`config.mk`:
```
export PLATFORM = sky130hd
export DESIGN_NAME = min_squares_count_core_flat
export DESIGN_NICKNAME = d
export VERILOG_FILES = /design/src/msc_pkg.sv /design/src/msc_if.sv /design/src/min_squares_count_core.sv /design/src/msc_ctrl.sv /design/src/msc_dp.sv /design/src/flat_wrapper.sv
export SDC_FILE = /design/constraint.sdc
export NUM_CORES = 1
export LEC_CHECK = 0
export BUFFER_PORTS_ARGS = -buffer_cell sky130_fd_sc_hd__buf_4
export CAP_MARGIN = 15
export CORE_AREA = 5 5 118 120
export DETAILED_ROUTE_END_ITERATION = 10
export DIE_AREA = 0 0 123 125
export PLACE_DENSITY_LB_ADDON = 0.08
export SLEW_MARGIN = 15
export SYNTH_ARGS = -nofsm -noshare
export SYNTH_HDL_FRONTEND = slang
export SYNTH_SLANG_ARGS = --single-unit
```
`constraint.sdc`:
```
create_clock -name clk -period 6.9 [get_ports clk]
set_input_delay 1.035 -clock clk [delete_from_list [all_inputs] [get_ports clk]]
set_output_delay 1.035 -clock clk [all_outputs]
set_load 0.02 [all_outputs]
```
`src/msc_pkg.sv`:
```
package msc_pkg;

  localparam int unsigned VALUE_W       = 16;
  localparam int unsigned COUNT_W       = 3;
  localparam int unsigned MAX_VALUE_DEF = 65535;
  // largest root that can matter for a value of VALUE_W bits
  localparam int unsigned ROOT_CAP      = (1 << (VALUE_W / 2)) - 1;

  typedef logic [COUNT_W-1:0] count_t;

  localparam count_t CNT_ZERO  = count_t'(0);
  localparam count_t CNT_ONE   = count_t'(1);
  localparam count_t CNT_TWO   = count_t'(2);
  localparam count_t CNT_THREE = count_t'(3);
  localparam count_t CNT_FOUR  = count_t'(4);

  typedef enum logic [2:0] {
    ST_IDLE,
    ST_SQ,
    ST_PAIR,
    ST_TCHK,
    ST_TRIPLE,
    ST_DONE
  } state_t;

  typedef struct packed {
    logic   load;          // capture word, set up the single-square scan
    logic   start_pair;    // b = 1, c = top, rest = n
    logic   start_a;       // a = 1
    logic   start_triple;  // rest = n - a*a, b = 1, c = top
    logic   next_a;        // a = a + 1
    logic   step;          // move one pointer of the pair scan
    logic   out_load;
    count_t out_code;
  } cmd_t;

  typedef struct packed {
    logic zero;
    logic hit;
    logic over;
    logic b_last;
    logic c_last;
    logic a_last;
    logic a_ok;
    logic out_free;
  } status_t;

  // floor(sqrt(x)), elaboration use only
  function automatic int unsigned root_floor(input int unsigned x);
    int unsigned rem;
    int unsigned res;
    int unsigned bitv;
    rem  = x;
    res  = 0;
    bitv = 32'h4000_0000;
    for (int i = 0; i < 16; i++) begin
      if (bitv != 0) begin
        if (rem >= res + bitv) begin
          rem = rem - (res + bitv);
          res = (res >> 1) + bitv;
        end else begin
          res = res >> 1;
        end
        bitv = bitv >> 2;
      end
    end
    return res;
  endfunction

endpackage

```
`src/msc_if.sv`:
```
interface msc_in_if;
  logic                        valid;
  logic                        ready;
  logic [msc_pkg::VALUE_W-1:0] value;

  modport source (output valid, output value, input ready);
  modport sink   (input valid, input value, output ready);
endinterface

interface msc_out_if;
  logic            valid;
  logic            ready;
  msc_pkg::count_t square_count;

  modport source (output valid, output square_count, input ready);
  modport sink   (input valid, input square_count, output ready);
endinterface

```
`src/min_squares_count_core.sv`:
```
// A zero word leaves the search from state SQ straight for DONE; every other word scans
// the root range B = min(floor(sqrt(MAX_VALUE)), 255).
// Throughput: one word at a time; the pair scan in the datapath moves one root pointer
// per cycle with one add and compare.
// A new word is taken while the previous result waits in the output register.
// Reset (rst_n low, synchronous) returns the controller to idle and empties the output.
module min_squares_count_core #(
  parameter int unsigned MAX_VALUE = msc_pkg::MAX_VALUE_DEF
) (
  input  logic      clk,
  input  logic      rst_n,
  msc_in_if.sink    in_word,
  msc_out_if.source out_word
);

  msc_pkg::cmd_t    cmd;
  msc_pkg::status_t status;

  msc_ctrl u_ctrl (
    .clk      (clk),
    .rst_n    (rst_n),
    .in_valid (in_word.valid),
    .in_ready (in_word.ready),
    .status   (status),
    .cmd      (cmd)
  );

  msc_dp #(
    .MAX_VALUE (MAX_VALUE)
  ) u_dp (
    .clk       (clk),
    .rst_n     (rst_n),
    .in_value  (in_word.value),
    .cmd       (cmd),
    .status    (status),
    .out_valid (out_word.valid),
    .out_ready (out_word.ready),
    .out_count (out_word.square_count)
  );

endmodule

```
`src/msc_ctrl.sv`:
```
module msc_ctrl (
  input  logic              clk,
  input  logic              rst_n,
  input  logic              in_valid,
  output logic              in_ready,
  input  msc_pkg::status_t  status,
  output msc_pkg::cmd_t     cmd
);

  msc_pkg::state_t state_r, state_nxt;
  msc_pkg::count_t res_r, res_nxt;

  always_ff @(posedge clk) begin
    if (!rst_n) begin
      state_r <= msc_pkg::ST_IDLE;
    end else begin
      state_r <= state_nxt;
    end
  end

  always_ff @(posedge clk) begin
    res_r <= res_nxt;
  end

  assign in_ready = (state_r == msc_pkg::ST_IDLE);

  always_comb begin
    state_nxt    = state_r;
    res_nxt      = res_r;
    cmd          = '0;
    cmd.out_code = res_r;
    case (state_r)
      msc_pkg::ST_IDLE: begin
        if (in_valid) begin
          cmd.load  = 1'b1;
          state_nxt = msc_pkg::ST_SQ;
        end
      end
      msc_pkg::ST_SQ: begin
        if (status.zero) begin
          res_nxt   = msc_pkg::CNT_ZERO;
          state_nxt = msc_pkg::ST_DONE;
        end else if (status.hit) begin
          res_nxt   = msc_pkg::CNT_ONE;
          state_nxt = msc_pkg::ST_DONE;
        end else if (status.over && !status.c_last) begin
          cmd.step = 1'b1;
        end else begin
          cmd.start_pair = 1'b1;
          state_nxt      = msc_pkg::ST_PAIR;
        end
      end
      msc_pkg::ST_PAIR: begin
        if (status.hit) begin
          res_nxt   = msc_pkg::CNT_TWO;
          state_nxt = msc_pkg::ST_DONE;
        end else if (status.over ? !status.c_last : !status.b_last) begin
          cmd.step = 1'b1;
        end else begin
          cmd.start_a = 1'b1;
          state_nxt   = msc_pkg::ST_TCHK;
        end
      end
      msc_pkg::ST_TCHK: begin
        if (status.a_ok) begin
          cmd.start_triple = 1'b1;
          state_nxt        = msc_pkg::ST_TRIPLE;
        end else begin
          res_nxt   = msc_pkg::CNT_FOUR;
          state_nxt = msc_pkg::ST_DONE;
        end
      end
      msc_pkg::ST_TRIPLE: begin
        if (status.hit) begin
          res_nxt   = msc_pkg::CNT_THREE;
          state_nxt = msc_pkg::ST_DONE;
        end else if (status.over ? !status.c_last : !status.b_last) begin
          cmd.step = 1'b1;
        end else if (status.a_last) begin
          res_nxt   = msc_pkg::CNT_FOUR;
          state_nxt = msc_pkg::ST_DONE;
        end else begin
          cmd.next_a = 1'b1;
          state_nxt  = msc_pkg::ST_TCHK;
        end
      end
      msc_pkg::ST_DONE: begin
        if (status.out_free) begin
          cmd.out_load = 1'b1;
          state_nxt    = msc_pkg::ST_IDLE;
        end
      end
      default: begin
        state_nxt = msc_pkg::ST_IDLE;
      end
    endcase
  end

endmodule

```
`src/msc_dp.sv`:
```
module msc_dp #(
  parameter int unsigned MAX_VALUE = msc_pkg::MAX_VALUE_DEF
) (
  input  logic                        clk,
  input  logic                        rst_n,
  input  logic [msc_pkg::VALUE_W-1:0] in_value,
  input  msc_pkg::cmd_t               cmd,
  output msc_pkg::status_t            status,
  output logic                        out_valid,
  input  logic                        out_ready,
  output msc_pkg::count_t             out_count
);

  localparam int unsigned VW    = msc_pkg::VALUE_W;
  localparam int unsigned BOUND = msc_pkg::root_floor(MAX_VALUE);
  localparam int unsigned BM    = (BOUND < msc_pkg::ROOT_CAP) ? BOUND : msc_pkg::ROOT_CAP;
  localparam int unsigned RW    = (BM < 2) ? 1 : $clog2(BM + 1);

  localparam logic [RW-1:0] ROOT_TOP = RW'(BM);
  localparam logic [RW-1:0] ROOT_ONE = RW'(1);
  localparam logic [VW-1:0] SQ_TOP   = VW'(BM * BM);

  logic [VW-1:0] n_r, n_nxt;
  logic [VW-1:0] rest_r, rest_nxt;
  logic [RW-1:0] a_r, a_nxt;
  logic [VW-1:0] asq_r, asq_nxt;
  logic [RW-1:0] b_r, b_nxt;
  logic [VW-1:0] bsq_r, bsq_nxt;
  logic [RW-1:0] c_r, c_nxt;
  logic [VW-1:0] csq_r, csq_nxt;
  logic          out_valid_r, out_valid_nxt;
  msc_pkg::count_t out_count_r, out_count_nxt;

  logic [VW:0]   sum;
  logic [RW:0]   a_odd, b_odd, c_odd;

  // (x+1)^2 - x^2 = 2x+1, c^2 - (c-1)^2 = 2c-1
  assign a_odd = {a_r, 1'b1};
  assign b_odd = {b_r, 1'b1};
  assign c_odd = {c_r - ROOT_ONE, 1'b1};
  assign sum   = {1'b0, bsq_r} + {1'b0, csq_r};

  assign status.zero     = (n_r == '0);
  assign status.hit      = (sum == {1'b0, rest_r});
  assign status.over     = (sum > {1'b0, rest_r});
  assign status.b_last   = (b_r == ROOT_TOP);
  assign status.c_last   = (c_r == ROOT_ONE);
  assign status.a_last   = (a_r == ROOT_TOP);
  assign status.a_ok     = (asq_r < n_r);
  assign status.out_free = !out_valid_r || out_ready;

  always_comb begin
    n_nxt    = n_r;
    rest_nxt = rest_r;
    a_nxt    = a_r;
    asq_nxt  = asq_r;
    b_nxt    = b_r;
    bsq_nxt  = bsq_r;
    c_nxt    = c_r;
    csq_nxt  = csq_r;
    if (cmd.load) begin
      n_nxt    = in_value;
      rest_nxt = in_value;
      b_nxt    = '0;
      bsq_nxt  = '0;
      c_nxt    = ROOT_TOP;
      csq_nxt  = SQ_TOP;
    end else if (cmd.start_pair || cmd.start_triple) begin
      rest_nxt = cmd.start_triple ? (n_r - asq_r) : n_r;
      b_nxt    = ROOT_ONE;
      bsq_nxt  = VW'(1);
      c_nxt    = ROOT_TOP;
      csq_nxt  = SQ_TOP;
    end else if (cmd.step) begin
      if (status.over) begin
        c_nxt   = c_r - ROOT_ONE;
        csq_nxt = csq_r - VW'(c_odd);
      end else begin
        b_nxt   = b_r + ROOT_ONE;
        bsq_nxt = bsq_r + VW'(b_odd);
      end
    end
    if (cmd.start_a) begin
      a_nxt   = ROOT_ONE;
      asq_nxt = VW'(1);
    end else if (cmd.next_a) begin
      a_nxt   = a_r + ROOT_ONE;
      asq_nxt = asq_r + VW'(a_odd);
    end
  end

  always_comb begin
    out_valid_nxt = out_valid_r;
    out_count_nxt = out_count_r;
    if (cmd.out_load) begin
      out_valid_nxt = 1'b1;
      out_count_nxt = cmd.out_code;
    end else if (out_ready) begin
      out_valid_nxt = 1'b0;
    end
  end

  always_ff @(posedge clk) begin
    n_r         <= n_nxt;
    rest_r      <= rest_nxt;
    a_r         <= a_nxt;
    asq_r       <= asq_nxt;
    b_r         <= b_nxt;
    bsq_r       <= bsq_nxt;
    c_r         <= c_nxt;
    csq_r       <= csq_nxt;
    out_count_r <= out_count_nxt;
  end

  always_ff @(posedge clk) begin
    if (!rst_n) begin
      out_valid_r <= 1'b0;
    end else begin
      out_valid_r <= out_valid_nxt;
    end
  end

  assign out_valid = out_valid_r;
  assign out_count = out_count_r;

endmodule

```
`src/flat_wrapper.sv`:
```
// flat-port wrapper written by rule: the top's interface ports become plain ports
module min_squares_count_core_flat 
#(
  parameter int unsigned MAX_VALUE = msc_pkg::MAX_VALUE_DEF
)
  (clk, rst_n, in_word_valid, in_word_value, in_word_ready, out_word_valid, out_word_square_count, out_word_ready);
  msc_in_if in_word_i ();
  msc_out_if out_word_i ();
  input  logic clk;
  input  logic rst_n;
  input wire logic [$bits(in_word_i.valid)-1:0] in_word_valid;
  input wire logic [$bits(in_word_i.value)-1:0] in_word_value;
  output wire logic [$bits(in_word_i.ready)-1:0] in_word_ready;
  output wire logic [$bits(out_word_i.valid)-1:0] out_word_valid;
  output wire logic [$bits(out_word_i.square_count)-1:0] out_word_square_count;
  input wire logic [$bits(out_word_i.ready)-1:0] out_word_ready;
  assign in_word_i.valid = in_word_valid;
  assign in_word_i.value = in_word_value;
  assign in_word_ready = in_word_i.ready;
  assign out_word_valid = out_word_i.valid;
  assign out_word_square_count = out_word_i.square_count;
  assign out_word_i.ready = out_word_ready;
  min_squares_count_core #(.MAX_VALUE(MAX_VALUE)) u_core (.clk(clk), .rst_n(rst_n), .in_word(in_word_i), .out_word(out_word_i));
endmodule
```
==> results by group <==
Detailed routing
  – Drc violations: 0
  – Initial DRC Count: 372
  – DRT Wirelength: approximately 20,000 µm
  – Via count: between 6,000 and 7,000
  – Wirelength per Cell: about 17 µm
  – Via-to-Cell Ratio: 6.019
  – First-pass iteration count of the detailed router: 5
  – Number of nets with antenna violations after routing: 0

Timing
  – Worst slew margin: approximately a quarter
  – Worst clock skew: 0.01051 ns
  – Final Max Tran Viols: 0
  – Hold Violations, Final: 0
  – Setup tns final: 0 ns
  – Unrepaired setup endpoints after global routing: false
  – Maximum clock frequency: about 0.17 GHz
  – Slew of the pin with the lowest slew margin: 1.130 ns
  – # setup viols final: 0
  – Share of the clock period used by the worst path: 86.38%
  – Time the final worst path needs with I/O delays and setup: 5.960 ns

Critical path
  – Critical setup path kind: flip-flop to flip-flop
  – CP most frequent cell: a21oi_1
  – Endpoint arrival time on the critical path: ~6.3 ns
  – Maximum fanout along the worst path: 35
  – Standard cell with the maximum stage delay on the critical path: a21o_1
  – Worst endpoint required time: ~7.3 ns
  – Sort of element at the start of the critical path: flip-flop
  – Max incr delay on CP: 0.94 ns
  – Element type at the critical path end: flip-flop
  – List of cells traversed by the critical path: ha_1, inv_1, fa_1, nand2b_1, a21oi_1, a31oi_1, nand3b_1, a21oi_1, a311o_1, a21oi_1, xnor2_1, ha_1, nand4_1, or3_1, or4_1, o311a_4, o21ai_0, a21o_1, mux2_2, nor2_1

CTS
  – Source-to-sink clock delay at the later pin of the worst-skew pair: about 0.43 ns
  – Cts-stage hold buffer count: 0
  – Clock buffer depth: 2
  – Number of H-tree levels: 4
  – Clock root cell: clkbuf_16
  – Clock Pin Slew Worst Setup and Hold Paths: 0.06 ns
  – Num CTS Buffers: 17
  – Number of setup buffers added after CTS: 0
  – Sinks on Clock Net: between 100 and 150
  – Count of instances resized after the clock tree is built: 0
  – CTS tree: built

Yosys
  – Seq/Total Area, Yosys: about 34%
  – Asr flop ratio synth: 0%
  – Post-synth EDFFs: 38
  – Total standard cell area after synthesis: between 7000 and 8000 µm²
  – Mean instance size in the synthesized netlist: between 8 and 9 µm²
  – Yosys warning count: 0
  – Syn nets: 1,027
  – Number of unique standard cell types used by synthesis: 57
  – Gate count after technology mapping: roughly 930
  – Most frequently used flop master after synthesis: dfxtp_1
  – Seq cells post-synth: around 110

Place
  – GP Congestion: 0.9205
  – IO Port Bufs: 24
  – Detailed placement HPWL: ~15,000 µm

Floorplan
  – Area of the placeable core: ~13,000 µm²
  – Die width: 123 µm
  – DIE AREA: 15,380 µm²
  – Effective utilization at floorplan: between 60% and 70%
  – Die outline height: 125 µm
  – Number of rows in the core area: 42
  – Number of top-level pins: 25

Final layout
  – Final nets: 1,051
  – Diodes inserted: 0
  – Share of final-layout standard cells stronger than drive strength 1: around 8%
  – Syn-to-layout area delta: 12.28%

Global routing
  – All-layer global routing usage: approximately a quarter
  – Initial antenna violation count: 0
  – Global-route congestion overflow total: 0
  – Wire length of the first global-routing pass: 32,630 µm
  – Vias in the first global route: between 6,000 and 7,000
  – Maximum number of pins on one net before global-route repair: 38

Run
  – Count of maximum capacitance violations: 0

Power
  – Pwr Density: 337.8 nW/µm²
  – Peak supply drop: 184.9 µV
  – Leakage power of the design: approximately 3.7 nW
  – Post-layout power: roughly 3.0 mW

Run status
  – Run status: finished, final reports clean

Worst hold path
  – Path type of the worst min-delay path: flip-flop to flip-flop
-- cell type report --
type,count,area [µm²]
clock buffers,20,467.9
clock inverters,12,153.9
fillers,1075,4023
inverters,63,236.5
multi-input cells,723,4878
flip-flops and latches,114,2663
well taps,176,220.2
repair buffers,31,232.7
-- cell families after synthesis --
logic type / after synthesis / share of synthesized area, %
simple gates: 318 / 19.16
compound gates: 222 / 17.51
flops: 114 / 33.77
buf+inv: 89 / 4.428
fa+ha+maj: 81 / 13.33
xor+xnor: 76 / 8.443
mux: 26 / 3.364
-- worst max-delay path, delay by kind of cell (launching register included) --
family | cells | cell delay [ns]
compound gates | 8 | 2.35
mux | 1 | 0.42
fa+ha+maj | 3 | 0.88
xor+xnor | 1 | 0.15
simple gates | 6 | 1.66
flops | 1 | 0.39
buf+inv | 1 | 0.05
-- metal layers --
| metal | part of all wire, % | wire, µm | track usage [%] | vias to the layer above |
|---|---|---|---|---|
| met4 | 3.3 | 660 | 11.34 | 0 |
| met2 | 51 | 10150 | 46.25 | 161 |
| met3 | 4.4 | 870 | 5.285 | 49 |
| met5 | 0 | 0 | 0 | - |
| met1 | 41 | 8224 | 31.45 | 3273 |
| li1 | - | - | - | 3373 |
-- sequential cells by signal, indices dropped and copies added, names as in the netlist --
signal	cells
u_core.u_dp.asq_r	16
u_core.u_dp.bsq_r	16
u_core.u_dp.csq_r	16
u_core.u_dp.n_r	16
u_core.u_dp.rest_r	16
u_core.u_dp.a_r	8
u_core.u_dp.b_r	8
u_core.u_dp.c_r	8
u_core.u_ctrl.res_r	3
u_core.u_ctrl.state_r	3
u_core.u_dp.out_count	3
u_core.u_dp.out_valid	1
-- cell usage in the layout (no fill, tap or decap), types with 8 or more instances in the layout --
master	instances
or3_1	17
o31ai_1	9
edfxtp_1	38
xnor2_1	44
nor4_1	8
o211ai_1	11
ha_1	76
and3_1	9
nand3_1	26
nor3_1	20
nand2b_1	8
buf_4	31
nand4_1	11
a21oi_1	80
a211oi_1	8
mux2i_1	22
o21ai_0	52
a21o_1	13
xor2_1	32
inv_1	63
nor2b_1	12
nor2_1	75
dfxtp_1	76
nand2_1	105
clkbuf_16	18
-- per-stage QoR --
stage / hold WS (ns) / instances / util (%) / area, µm² / worst slack [ns]
after floorplan: 0.4003 / 926 / - / 7884 / 1.709
after global placement: 0.4063 / 1107 / 63.93 / 8230 / 1.167
after detailed placement: 0.4211 / 1107 / 63.93 / 8230 / 0.9841
after CTS: 0.4372 / 1139 / 68.76 / 8852 / 0.9676
after global routing: 0.4486 / 1139 / 68.76 / 8852 / 0.4183
final: 0.4364 / 1139 / 68.76 / 8852 / 0.9397
-- where the power goes --
part / internal [mW] / switching (mW)
Clock: 0.598 / 0.324
Combinational: 0.409 / 0.688
Sequential: 0.864 / 0.106
Total: 1.87 / 1.12
-- Yosys cell counts, types with 6 or more instances --
cell type | number | area [µm²]
a211oi_1 | 8 | 60.06
a21boi_0 | 6 | 45.04
a21o_1 | 13 | 97.59
a21oi_1 | 80 | 400.4
a31oi_1 | 6 | 37.54
and2_1 | 6 | 37.54
and3_1 | 9 | 56.30
buf_2 | 6 | 30.03
clkbuf_1 | 18 | 67.56
dfxtp_1 | 76 | 1521
edfxtp_1 | 38 | 1141
ha_1 | 76 | 950.9
inv_1 | 63 | 236.5
mux2i_1 | 22 | 220.2
nand2_1 | 105 | 394.1
nand2b_1 | 8 | 50.05
nand3_1 | 26 | 130.1
nand4_1 | 11 | 68.82
nor2_1 | 75 | 281.5
nor2b_1 | 12 | 75.07
nor3_1 | 20 | 100.1
nor4_1 | 8 | 50.05
o211ai_1 | 11 | 82.58
o21ai_0 | 52 | 260.3
o31ai_1 | 9 | 67.56
or3_1 | 17 | 106.4
or4_1 | 6 | 45.04
xnor2_1 | 44 | 385.4
xor2_1 | 32 | 280.3
-- worst paths after layout --
| kind | cells after the start | startpoint | end | slack, ns |
|---|---|---|---|---|
| max | 20 | u_core.u_dp.csq_r[0]$_SDFFE_PP1P_ | u_core.u_dp.asq_r[1]$_SDFFE_PP0P_ | 0.94 |
| max reg2reg | 20 | u_core.u_dp.csq_r[0]$_SDFFE_PP1P_ | u_core.u_dp.asq_r[1]$_SDFFE_PP0P_ | 0.94 |
| min | 0 | u_core.u_ctrl.res_r[0]$_DFFE_PP_ | u_core.u_dp.out_count[0]$_DFFE_PP_ | 0.44 |
| min reg2reg | 0 | u_core.u_ctrl.res_r[0]$_DFFE_PP_ | u_core.u_dp.out_count[0]$_DFFE_PP_ | 0.44 |
No activity file was read; power rests on OpenSTA's default activity.
